--- src/hw/rtl/assert_macros.svh ---
// Assertion macros for the RTL top level; define ASSERT_OFF to compile them out.
`ifndef ASSERT_MACROS_SVH
`define ASSERT_MACROS_SVH

`ifndef ASSERT_OFF
// Checked on clk, ignored while arst_n is low.
`define ASSERT_CLK(label, prop, msg) \
	label: assert property (@(posedge clk) disable iff (!arst_n) prop) else $error(msg);
// Checked on clk in every cycle, reset included.
`define ASSERT_CLK_ALWAYS(label, prop, msg) \
	label: assert property (@(posedge clk) prop) else $error(msg);
`else
`define ASSERT_CLK(label, prop, msg)
`define ASSERT_CLK_ALWAYS(label, prop, msg)
`endif

`endif

--- src/hw/rtl/htfd_pkg.sv ---
// Types and constants of the humidity/temperature frame decoder.
package htfd_pkg;

	typedef enum logic [1:0] {
		STATUS_OK        = 2'd0,
		STATUS_TEMP_CRC  = 2'd1,
		STATUS_HUMID_CRC = 2'd2
	} status_t;

	// One checked frame, handed from the front end to the scaling back end.
	typedef struct packed {
		status_t     status;
		logic [15:0] temp_word;
		logic [15:0] humid_raw;
	} job_t;

	// byte positions within one six-byte frame
	localparam logic [2:0] POS_T_MSB  = 3'd0;
	localparam logic [2:0] POS_T_LSB  = 3'd1;
	localparam logic [2:0] POS_T_CRC  = 3'd2;
	localparam logic [2:0] POS_H_MSB  = 3'd3;
	localparam logic [2:0] POS_H_LSB  = 3'd4;
	localparam logic [2:0] POS_H_CRC  = 3'd5;

	localparam logic [7:0]  CRC_INIT    = 8'hFF;
	localparam logic [7:0]  CRC_POLY    = 8'h31;
	localparam logic [14:0] TEMP_SPAN   = 15'd17500;
	localparam logic [16:0] RAW_FULL    = 17'd65535;
	localparam logic [14:0] TEMP_OFFSET = 15'd4500;
	localparam logic [13:0] HUMID_SPAN  = 14'd10000;

endpackage

--- src/hw/rtl/htfd_front.sv ---
// Front end: byte position tracking, CRC-8 checks and frame capture.
module htfd_front (
	input  logic            clk,
	input  logic            arst_n,
	input  logic            fire,
	input  logic [7:0]      rx_byte,
	input  logic            frame_start,
	output logic            job_valid,
	output htfd_pkg::job_t  job
);

	function automatic logic [7:0] crc8_feed(input logic [7:0] crc, input logic [7:0] b);
		logic [7:0] c;
		c = crc ^ b;
		for (int k = 0; k < 8; k++) begin
			if (c[7]) begin
				c = {c[6:0], 1'b0} ^ htfd_pkg::CRC_POLY;
			end else begin
				c = {c[6:0], 1'b0};
			end
		end
		return c;
	endfunction

	logic [2:0]  pos_q, pos_eff, pos_nxt;
	logic [7:0]  crc_q, crc_nxt, crc_base, crc_fed;
	logic [15:0] temp_q, temp_nxt;
	logic [15:0] humid_q, humid_nxt;
	logic        tfail_q, tfail_nxt;
	logic        last_byte;

	always_comb begin
		// a start mark, or a position that cannot arise, restarts the frame
		pos_eff  = (frame_start || pos_q > htfd_pkg::POS_H_CRC) ? htfd_pkg::POS_T_MSB : pos_q;
		crc_base = (pos_eff == htfd_pkg::POS_T_MSB) ? htfd_pkg::CRC_INIT : crc_q;
		crc_fed  = crc8_feed(crc_base, rx_byte);

		crc_nxt   = crc_q;
		temp_nxt  = temp_q;
		humid_nxt = humid_q;
		tfail_nxt = tfail_q;
		last_byte = 1'b0;
		job.status    = htfd_pkg::STATUS_OK;
		job.temp_word = temp_q;
		job.humid_raw = humid_q;

		unique case (pos_eff)
			htfd_pkg::POS_T_MSB: begin
				temp_nxt  = {rx_byte, 8'h00};
				crc_nxt   = crc_fed;
				tfail_nxt = 1'b0;
			end
			htfd_pkg::POS_T_LSB: begin
				temp_nxt = {temp_q[15:8], rx_byte};
				crc_nxt  = crc_fed;
			end
			htfd_pkg::POS_T_CRC: begin
				tfail_nxt = (crc_q != rx_byte);
				crc_nxt   = htfd_pkg::CRC_INIT;
			end
			htfd_pkg::POS_H_MSB: begin
				humid_nxt = {rx_byte, 8'h00};
				crc_nxt   = crc_fed;
			end
			htfd_pkg::POS_H_LSB: begin
				humid_nxt = {humid_q[15:8], rx_byte};
				crc_nxt   = crc_fed;
			end
			htfd_pkg::POS_H_CRC: begin
				last_byte = 1'b1;
				crc_nxt   = htfd_pkg::CRC_INIT;
				// temperature failure takes priority
				priority if (tfail_q) begin
					job.status = htfd_pkg::STATUS_TEMP_CRC;
				end else if (crc_q != rx_byte) begin
					job.status = htfd_pkg::STATUS_HUMID_CRC;
				end else begin
					job.status = htfd_pkg::STATUS_OK;
				end
			end
			default: begin
				crc_nxt = crc_q;
			end
		endcase

		pos_nxt   = (pos_eff >= htfd_pkg::POS_H_CRC) ? htfd_pkg::POS_T_MSB : pos_eff + 3'd1;
		job_valid = fire && last_byte;
	end

	always_ff @(posedge clk or negedge arst_n) begin
		if (!arst_n) begin
			pos_q   <= htfd_pkg::POS_T_MSB;
			crc_q   <= htfd_pkg::CRC_INIT;
			temp_q  <= '0;
			humid_q <= '0;
			tfail_q <= 1'b0;
		end else if (fire) begin
			pos_q   <= pos_nxt;
			crc_q   <= crc_nxt;
			temp_q  <= temp_nxt;
			humid_q <= humid_nxt;
			tfail_q <= tfail_nxt;
		end
	end

endmodule

--- src/hw/rtl/htfd_fifo.sv ---
// Two-entry job queue between front end and back end.
module htfd_fifo (
	input  logic            clk,
	input  logic            arst_n,
	input  logic            push,
	input  htfd_pkg::job_t  push_job,
	output logic            full,
	output logic            pop_valid,
	input  logic            pop_ready,
	output htfd_pkg::job_t  pop_job
);

	htfd_pkg::job_t mem_q [2];
	logic           wr_ptr_q, rd_ptr_q;
	logic [1:0]     count_q;
	logic           do_push, do_pop;

	assign full      = (count_q == 2'd2);
	assign pop_valid = (count_q != 2'd0);
	assign pop_job   = mem_q[rd_ptr_q];
	assign do_push   = push && !full;
	assign do_pop    = pop_valid && pop_ready;

	always_ff @(posedge clk) begin
		if (do_push) begin
			mem_q[wr_ptr_q] <= push_job;
		end
	end

	always_ff @(posedge clk or negedge arst_n) begin
		if (!arst_n) begin
			wr_ptr_q <= 1'b0;
			rd_ptr_q <= 1'b0;
			count_q  <= 2'd0;
		end else begin
			if (do_push) begin
				wr_ptr_q <= !wr_ptr_q;
			end
			if (do_pop) begin
				rd_ptr_q <= !rd_ptr_q;
			end
			unique case ({do_push, do_pop})
				2'b10:   count_q <= count_q + 2'd1;
				2'b01:   count_q <= count_q - 2'd1;
				default: count_q <= count_q;
			endcase
		end
	end

endmodule

--- src/hw/rtl/htfd_back.sv ---
// Back end: scaling to centidegrees and centipercent, output register.
module htfd_back (
	input  logic            clk,
	input  logic            arst_n,
	input  logic            job_valid,
	output logic            job_ready,
	input  htfd_pkg::job_t  job,
	output logic            result_valid,
	input  logic            result_stall,
	output logic [1:0]      status,
	output logic [14:0]     temp_centideg,
	output logic [13:0]     humidity_centipct
);

	logic               valid_s1;
	htfd_pkg::status_t  status_s1;
	logic [30:0]        temp_prod_s1;
	logic [29:0]        humid_prod_s1;

	logic               valid_s2;
	logic [1:0]         status_s2;
	logic [14:0]        temp_s2;
	logic [13:0]        humid_s2;

	logic               advance;
	logic [14:0]        tq0, tq;
	logic [16:0]        trem;
	logic [13:0]        hq0, hq;
	logic [16:0]        hrem;
	logic               ok_s1;

	assign advance   = !valid_s2 || !result_stall;
	assign job_ready = !valid_s1 || advance;

	// x / 65535 with x < 2^31: q0 = x >> 16, remainder lo + q0 stays below 2 * 65535
	always_comb begin
		tq0  = temp_prod_s1[30:16];
		trem = {1'b0, temp_prod_s1[15:0]} + {2'b00, tq0};
		tq   = tq0 + ((trem >= htfd_pkg::RAW_FULL) ? 15'd1 : 15'd0);
		hq0  = humid_prod_s1[29:16];
		hrem = {1'b0, humid_prod_s1[15:0]} + {3'b000, hq0};
		hq   = hq0 + ((hrem >= htfd_pkg::RAW_FULL) ? 14'd1 : 14'd0);
		ok_s1 = (status_s1 == htfd_pkg::STATUS_OK);
	end

	always_ff @(posedge clk) begin
		if (job_ready && job_valid) begin
			status_s1     <= job.status;
			temp_prod_s1  <= 31'(job.temp_word) * 31'(htfd_pkg::TEMP_SPAN);
			humid_prod_s1 <= 30'(job.humid_raw) * 30'(htfd_pkg::HUMID_SPAN);
		end
		if (advance && valid_s1) begin
			status_s2 <= status_s1;
			temp_s2   <= ok_s1 ? (tq - htfd_pkg::TEMP_OFFSET) : 15'd0;
			humid_s2  <= ok_s1 ? hq : 14'd0;
		end
	end

	always_ff @(posedge clk or negedge arst_n) begin
		if (!arst_n) begin
			valid_s1 <= 1'b0;
			valid_s2 <= 1'b0;
		end else begin
			if (job_ready) begin
				valid_s1 <= job_valid;
			end
			if (advance) begin
				valid_s2 <= valid_s1;
			end
		end
	end

	assign result_valid      = valid_s2;
	assign status            = status_s2;
	assign temp_centideg     = temp_s2;
	assign humidity_centipct = humid_s2;

endmodule

--- src/hw/rtl/humidity_temp_frame_decoder.sv ---
// Top level of the humidity/temperature frame decoder.

// Decodes six-byte sensor measurement frames (temperature MSB, LSB, CRC, then
// humidity MSB, LSB, CRC), taking one byte per transfer on the byte channel and
// giving one result transfer per completed frame. Each word is checked with
// CRC-8 (poly 0x31, init 0xFF); on success the result carries the temperature
// in centidegrees (raw*17500/65535-4500) and the humidity in centipercent
// (raw*10000/65535), on failure a status code (temperature failure wins) with
// zero values. frame_start restarts the frame at any byte; a partial frame is
// dropped silently. Rate: one byte per clock while byte_stall is low; the front
// end checks CRC and tracks position as each byte is taken. The frame's last
// byte writes the two-entry job queue; the job then loads the multiplier stage
// and then the divide-by-65535 and output stage, whose register drives
// result_valid. byte_stall rises only when the job queue is full, which happens
// only while the result side holds off.
module humidity_temp_frame_decoder (
	input  logic        clk,
	input  logic        arst_n,
	input  logic        byte_valid,
	output logic        byte_stall,
	input  logic [7:0]  rx_byte,
	input  logic        frame_start,
	output logic        result_valid,
	input  logic        result_stall,
	output logic [1:0]  status,
	output logic [14:0] temp_centideg,
	output logic [13:0] humidity_centipct
);

`include "assert_macros.svh"

	logic           fire;
	logic           front_job_valid;
	htfd_pkg::job_t front_job;
	logic           fifo_full;
	logic           fifo_valid;
	logic           back_ready;
	htfd_pkg::job_t fifo_job;

	// conservative stall: a queue slot is always free for a frame's last byte
	assign byte_stall = fifo_full;
	assign fire       = byte_valid && !byte_stall;

	htfd_front u_front (
		.clk         (clk),
		.arst_n      (arst_n),
		.fire        (fire),
		.rx_byte     (rx_byte),
		.frame_start (frame_start),
		.job_valid   (front_job_valid),
		.job         (front_job)
	);

	htfd_fifo u_fifo (
		.clk       (clk),
		.arst_n    (arst_n),
		.push      (front_job_valid),
		.push_job  (front_job),
		.full      (fifo_full),
		.pop_valid (fifo_valid),
		.pop_ready (back_ready),
		.pop_job   (fifo_job)
	);

	htfd_back u_back (
		.clk               (clk),
		.arst_n            (arst_n),
		.job_valid         (fifo_valid),
		.job_ready         (back_ready),
		.job               (fifo_job),
		.result_valid      (result_valid),
		.result_stall      (result_stall),
		.status            (status),
		.temp_centideg     (temp_centideg),
		.humidity_centipct (humidity_centipct)
	);

	// error results carry zero values
	`ASSERT_CLK(a_err_zero, (result_valid && status != htfd_pkg::STATUS_OK) |-> (temp_centideg == 15'd0 && humidity_centipct == 14'd0), "error result with non-zero values")
	// good results stay within the sensor range
	`ASSERT_CLK(a_ok_range, (result_valid && status == htfd_pkg::STATUS_OK) |-> (humidity_centipct <= 14'd10000 && $signed(temp_centideg) >= -15'sd4500 && $signed(temp_centideg) <= 15'sd13000), "result out of range")
	// no status beyond the humidity code is ever produced
	`ASSERT_CLK(a_status_code, result_valid |-> (status <= htfd_pkg::STATUS_HUMID_CRC), "undefined status code")
	// a job pushed into the queue is never dropped on a full queue
	`ASSERT_CLK_ALWAYS(a_no_overflow, !(front_job_valid && fifo_full), "job lost on full queue")

endmodule

--- config.mk ---
export PLATFORM = sky130hd
export DESIGN_NAME = humidity_temp_frame_decoder
export DESIGN_NICKNAME = d
export VERILOG_FILES = /design/src/hw/rtl/htfd_pkg.sv /design/src/hw/rtl/htfd_front.sv /design/src/hw/rtl/htfd_fifo.sv /design/src/hw/rtl/htfd_back.sv /design/src/hw/rtl/humidity_temp_frame_decoder.sv
export VERILOG_INCLUDE_DIRS = /design/src /design/src/hw/rtl
export SDC_FILE = /design/constraint.sdc
export NUM_CORES = 1
export LEC_CHECK = 0
export BUFFER_PORTS_ARGS = -buffer_cell sky130_fd_sc_hd__buf_2
export CORE_ASPECT_RATIO = 1.2
export CORE_MARGIN = 2
export CORE_UTILIZATION = 58
export CTS_CLUSTER_SIZE = 40
export DETAILED_ROUTE_END_ITERATION = 16
export GPL_ROUTABILITY_DRIVEN = 1
export PLACE_DENSITY = 0.78
export SLEW_MARGIN = 20
export SYNTH_ARGS = -nofsm -noshare
export SYNTH_HDL_FRONTEND = slang
export SYNTH_HIERARCHICAL = 1
export SYNTH_SLANG_ARGS = --single-unit
--- constraint.sdc ---
create_clock -name clk -period 5.05 [get_ports clk]
set_input_delay 0.7575 -clock clk [delete_from_list [all_inputs] [get_ports clk]]
set_output_delay 0.7575 -clock clk [all_outputs]
set_load 0.005 [all_outputs]
Word level (Yosys, flattened, before mapping)
Memories as Yosys holds them, arrays and structs flattened. Index checks and enable logic that the tools add are counted.

Magnitude comparators: 4. Bitwise logic cells: 11. Mux-type cells: 24. Reduce and logical (&&, ||, !) cells: 30. Add/sub/neg operators: 8. Eq/ne operators: 9. Multipliers: 2.

Operator list (count): $pmux 16 s2 (2); $mux 6 (8); $ge 17x16->1 const B (2); $mul 16x13->29 const B (1); $mul 16x10->26 const B (1); $not 3->3 (8); $add 16x14->17 (1); $add 16x15->17 (1); $pmux 8 s2 (1); $add 15x15->15 (1); $sub 15x13->15 const B (1); $add 14x14->14 (1); $reduce_bool 2->1 (6); $mux 8 (1); $ne 8x8->1 (1); $reduce_and 2->1 (4); $xor 8x8->8 (1); $eq 3x2->1 const B (2); $eq 3x3->1 const B (2); $logic_not 1->1 (6); $mux 2 (3); $mux 3 (2); $reduce_and 3->1 (2); $logic_and 1x1->1 (5); other kinds (17) (25).

Output and inout bits: 33. Word-level logic and storage cells: 107. Memories kept: 1. Bits in writable memories: 68. Register bits after elaboration: 138.

Memory list: u_fifo.mem_q (depth 2, width 34, read ports 1, clocked after memory_dff 0, wr ports 1, RTL line htfd_fifo.sv:13) `htfd_pkg::job_t mem_q [2];`.

Depth between registers and ports, before layout
Depth after elaboration: 23. Gate-level depth with buffers: 22.

Hierarchy
Netlist, hierarchy kept.

Modules (own cells, without submodules): htfd_back (cells an instance 1044, instances 1, area each 10467.5 sq um, seq. area each 2692.6 sq um); htfd_fifo (cells an instance 124, instances 1, area each 2668.8 sq um, seq. area each 2142.1 sq um); htfd_front (cells an instance 215, instances 1, area each 2412.3 sq um, seq. area each 1111.1 sq um); humidity_temp_frame_decoder (cells an instance 1, instances 1, area each 13.8 sq um, seq. area each 0.0 sq um).

Least setup slack after synthesis
Ideal clock, no wire load.

Path type: reg2reg. Start: reg u_fifo.rd_ptr_q. End: reg u_back.humid_prod_s1[26] (data pin). Period minus slack after synthesis: 5.056 ns. Buffers on the path: 2. Arrival: 4.802 ns. Slack: -0.006 ns. Stages on the path, launching flop included: 20. Setup time: 0.254 ns. Cells stage by stage: dfrtp_1 -> buf_6 -> buf_6 -> mux2_2 -> inv_1 -> fa_1 -> inv_1 -> ha_1 -> fa_1 -> ha_1 -> inv_1 -> fa_1 -> inv_1 -> ha_1 -> a21o_1 -> a211o_1 -> o31ai_1 -> a2bb2oi_1 -> a211o_1 -> a21o_1.

RTL lines: start: declaration (RTL line htfd_fifo.sv:14) `logic wr_ptr_q, rd_ptr_q;`; start signal: assignment (RTL line htfd_fifo.sv:40) `rd_ptr_q <= !rd_ptr_q;`; end signal: assignment (RTL line htfd_back.sv:50) `humid_prod_s1 <= 30'(job.humid_raw) * 30'(htfd_pkg::HUMID_SPAN);`; end: declaration (RTL line htfd_back.sv:18) `logic [29:0] humid_prod_s1;`.

==> impl_metrics.env <==
export IMPL_wl_per_cell_um=17.5
export IMPL_drtPass1Iterations=5
export IMPL_r2r_end="u_back/humid_prod_s1[26]"
export IMPL_synthTopCellsByCount="inv_1 (214), ha_1 (201), edfxtp_1 (156)"
export IMPL_crit_required_ns=5.32
export IMPL_critPathLaunchType="register"
export IMPL_stdcell_count=1854
export IMPL_slowest_stage="fa_1"
export IMPL_clk_latency_ns=0.51
export IMPL_worstReg2RegStart="u_fifo/rd_ptr_q"
export IMPL_area_growth_pct=15.8
export IMPL_drv_cap=0
export IMPL_clock_path_buffers=3
export IMPL_r2r_setup_slack_ns=0.05
export IMPL_finalHoldViolations=0
export IMPL_path_clk_slew_ns=0.06
export IMPL_setup_viol=0
export IMPL_place_hpwl_mm=23.7
export IMPL_dieArea_sq_mm=0.0282
export IMPL_fmax_ghz=0.200
export IMPL_hold_ws_ns=0.240
export IMPL_slew_headroom_pct=32.3
export IMPL_cts_tree="built"
export IMPL_grt_setup_unrepaired="true"
export IMPL_grt_max_degree=58
export IMPL_worst_slew_pin_slew_ns=1.01
export IMPL_postRouteAntennaNets=0
export IMPL_drv_slew=0
export IMPL_status="completed"
export IMPL_async_flop_share_pct=24.3
export IMPL_synth_ff_type="edfxtp_1"
export IMPL_placedCellCount=1798
export IMPL_syn_area_sq_mm=0.0156
export IMPL_drive_gt1_share_pct=20.9
export IMPL_crit_path_frequent_cell="inv_2"
export IMPL_ys_ff_latch=206
export IMPL_timing_final_ws_setup_ns=0.0535
export IMPL_path_cells="buf_12, mux2_4, inv_2, fa_1, inv_1, ha_2, inv_2, fa_1, inv_1, ha_1, inv_2, fa_1, inv_2, ha_4, a21o_1, a211o_1, o31ai_4, buf_4, a2bb2oi_2, a211o_1, a21o_1"
export IMPL_first_iter_violations=587
export IMPL_gr_total_overflow=0
export IMPL_cts_root_buf="clkbuf_16"
export IMPL_yosys_cell_types_count=80
export IMPL_finalNetCount=1799
export IMPL_vias=10600
export IMPL_die_w_um=154
export IMPL_critPathBufInv=8
export IMPL_postRouteWirelength_mm=32.4
export IMPL_antenna_found_initial=1
export IMPL_antennaDiodeCount=0
export IMPL_crit_family="adder cells"
export IMPL_finalCritPeriodShare_pct=98.9
export IMPL_io_buffer_count=45
export IMPL_synthCells=1384
export IMPL_ys_top_cells_by_area="edfxtp_1 (30%), ha_1 (16%), fa_1 (11%), dfrtp_1 (6.8%), inv_1 (5.2%)"
export IMPL_place_congestion=0.920
export IMPL_crit_type="register to register"
export IMPL_cts_hold_buffers=0
export IMPL_cts_buffers=22
export IMPL_drc=0
export IMPL_fin_skew_ns=0.0143
export IMPL_rows=65
export IMPL_seq_area_frac_synth_pct=38.2
export IMPL_avgSynthCellArea_sq_um=11.2
export IMPL_yosys_warnings=6
export IMPL_rr_worst_depth=21
export IMPL_initial_core_util_pct=59.1
export IMPL_viasPerCell=5.73
export IMPL_synth_edf_count=156
export IMPL_hold_path_class="primary input to async pin"
export IMPL_dp_slack_ns=-0.0861
export IMPL_synth_top_area_share_pct=30.1
export IMPL_cp_arrival_ns=5.26
export IMPL_grt_pass1_vias=10600
export IMPL_path_max_fanout=7
export IMPL_grt_usage_pct=22.3
export IMPL_synth_nets=1680
export IMPL_end_kind="register"
export IMPL_core_area_sq_mm=0.0264
export IMPL_synth_most_common_cell="inv_1"
export IMPL_cpPeakStageDelay_ns=0.54
export IMPL_grt_pass1_wl_mm=51.9
export IMPL_ioPinCount=46
export IMPL_die_h_um=183
export IMPL_htree_levels=1
export IMPL_cts_sinks=206
export IMPL_num_fill_cells=1858
export IMPL_finalSetupTns_ns=0
export IMPL_min_period_ns=5.00
export IMPL_synth_top_area_cell="edfxtp_1"
-- how the worst max path moves through the flow --
stage                          from                        to  slack, ns  cells past startpoint
floorplan           u_fifo/rd_ptr_q  u_back/humid_prod_s1[29]       0.05                     20
finish              u_fifo/rd_ptr_q  u_back/humid_prod_s1[26]       0.05                     21
global route        u_fifo/rd_ptr_q  u_back/humid_prod_s1[26]      -0.09                     22
global placement    u_fifo/rd_ptr_q  u_back/humid_prod_s1[28]       0.03                     19
detailed placement  u_fifo/rd_ptr_q   u_back/temp_prod_s1[21]      -0.09                     18
CTS                 u_fifo/rd_ptr_q  u_back/humid_prod_s1[26]     -0.009                     20
-- sequential cells by signal, summed over array words and instances (netlist names) --
name,flops
u_fifo/mem_q,68
u_back/temp_prod_s1,29
u_back/humid_prod_s1,26
u_front/humid_q,16
u_front/temp_q,16
u_back/temp_centideg,15
u_back/humidity_centipct,14
u_front/crc_q,8
u_front/pos_q,3
u_back/status,2
u_back/status_s1,2
u_fifo/count_q,2
u_back/result_valid,1
u_back/valid_s1,1
u_fifo/rd_ptr_q,1
u_fifo/wr_ptr_q,1
u_front/tfail_q,1
-- through the flow --
stage	cell area [sq um]	utilization, %
floorplan	15600	-
global placement	16600	62.9
detailed placement	16600	63.0
CTS	17500	66.4
global route	18000	68.4
finish	18000	68.4
-- area by class of cell --
class	instances	area (sq um)	area share (%)
repair buffers	127	903	5.01
clock inverters	13	178	0.986
flip-flops and latches	206	5950	33.0
clock buffers	27	591	3.28
inverters	216	821	4.56
multi-input cells	930	9160	50.8
well taps	335	419	2.33
-- cells in the final DEF (no fill, tap or decap), types with 9 or more instances in the layout --
cell type / instances
a211o_1: 9
a21oi_1: 62
buf_2: 45
nor2_1: 65
ha_4: 15
nand4_1: 10
and3_1: 12
buf_4: 76
o21ai_0: 37
xnor2_1: 57
fa_1: 81
a31oi_1: 12
a21o_1: 31
nor2b_1: 16
nand2_1: 38
ha_1: 184
a211oi_1: 12
nand3_1: 23
xor2_1: 32
mux2_2: 33
o21a_1: 10
o22a_1: 9
nand2b_1: 12
edfxtp_1: 156
dfrtp_1: 41
inv_2: 15
mux2_4: 19
clkbuf_16: 24
inv_1: 197
-- cells by family after synthesis --
kind of cell | share of synthesized area [%]
adders and majority gates | 26.7
AOI/OAI and AO/OA | 11.6
buffers and inverters | 6.22
and+or+nand+nor | 7.59
DFF | 38.2
xor gates and xnor gates | 5.76
muxes | 3.89
-- what timing repair did --
item,CTS,global route
resized for setup,27,90
buffers inserted,1,14
pin swaps,2,39
cloned,1,1
setup endpoints to repair,12,23
-- layer usage --
layer / global-route usage, % / wire, um / vias to the layer above / share of wire [%]
li1: - / - / 5108 / -
met1: 29.4 / 13600 / 5142 / 42
met2: 38.9 / 16300 / 293 / 50
met3: 2.29 / 1370 / 77 / 4.2
met4: 7.49 / 1070 / 2 / 3.3
met5: 0 / 15 / - / 0.046
Power is left out: the tool's default activity adds up to more than one toggle a clock period on the data nets, which glitch-free logic cannot reach.
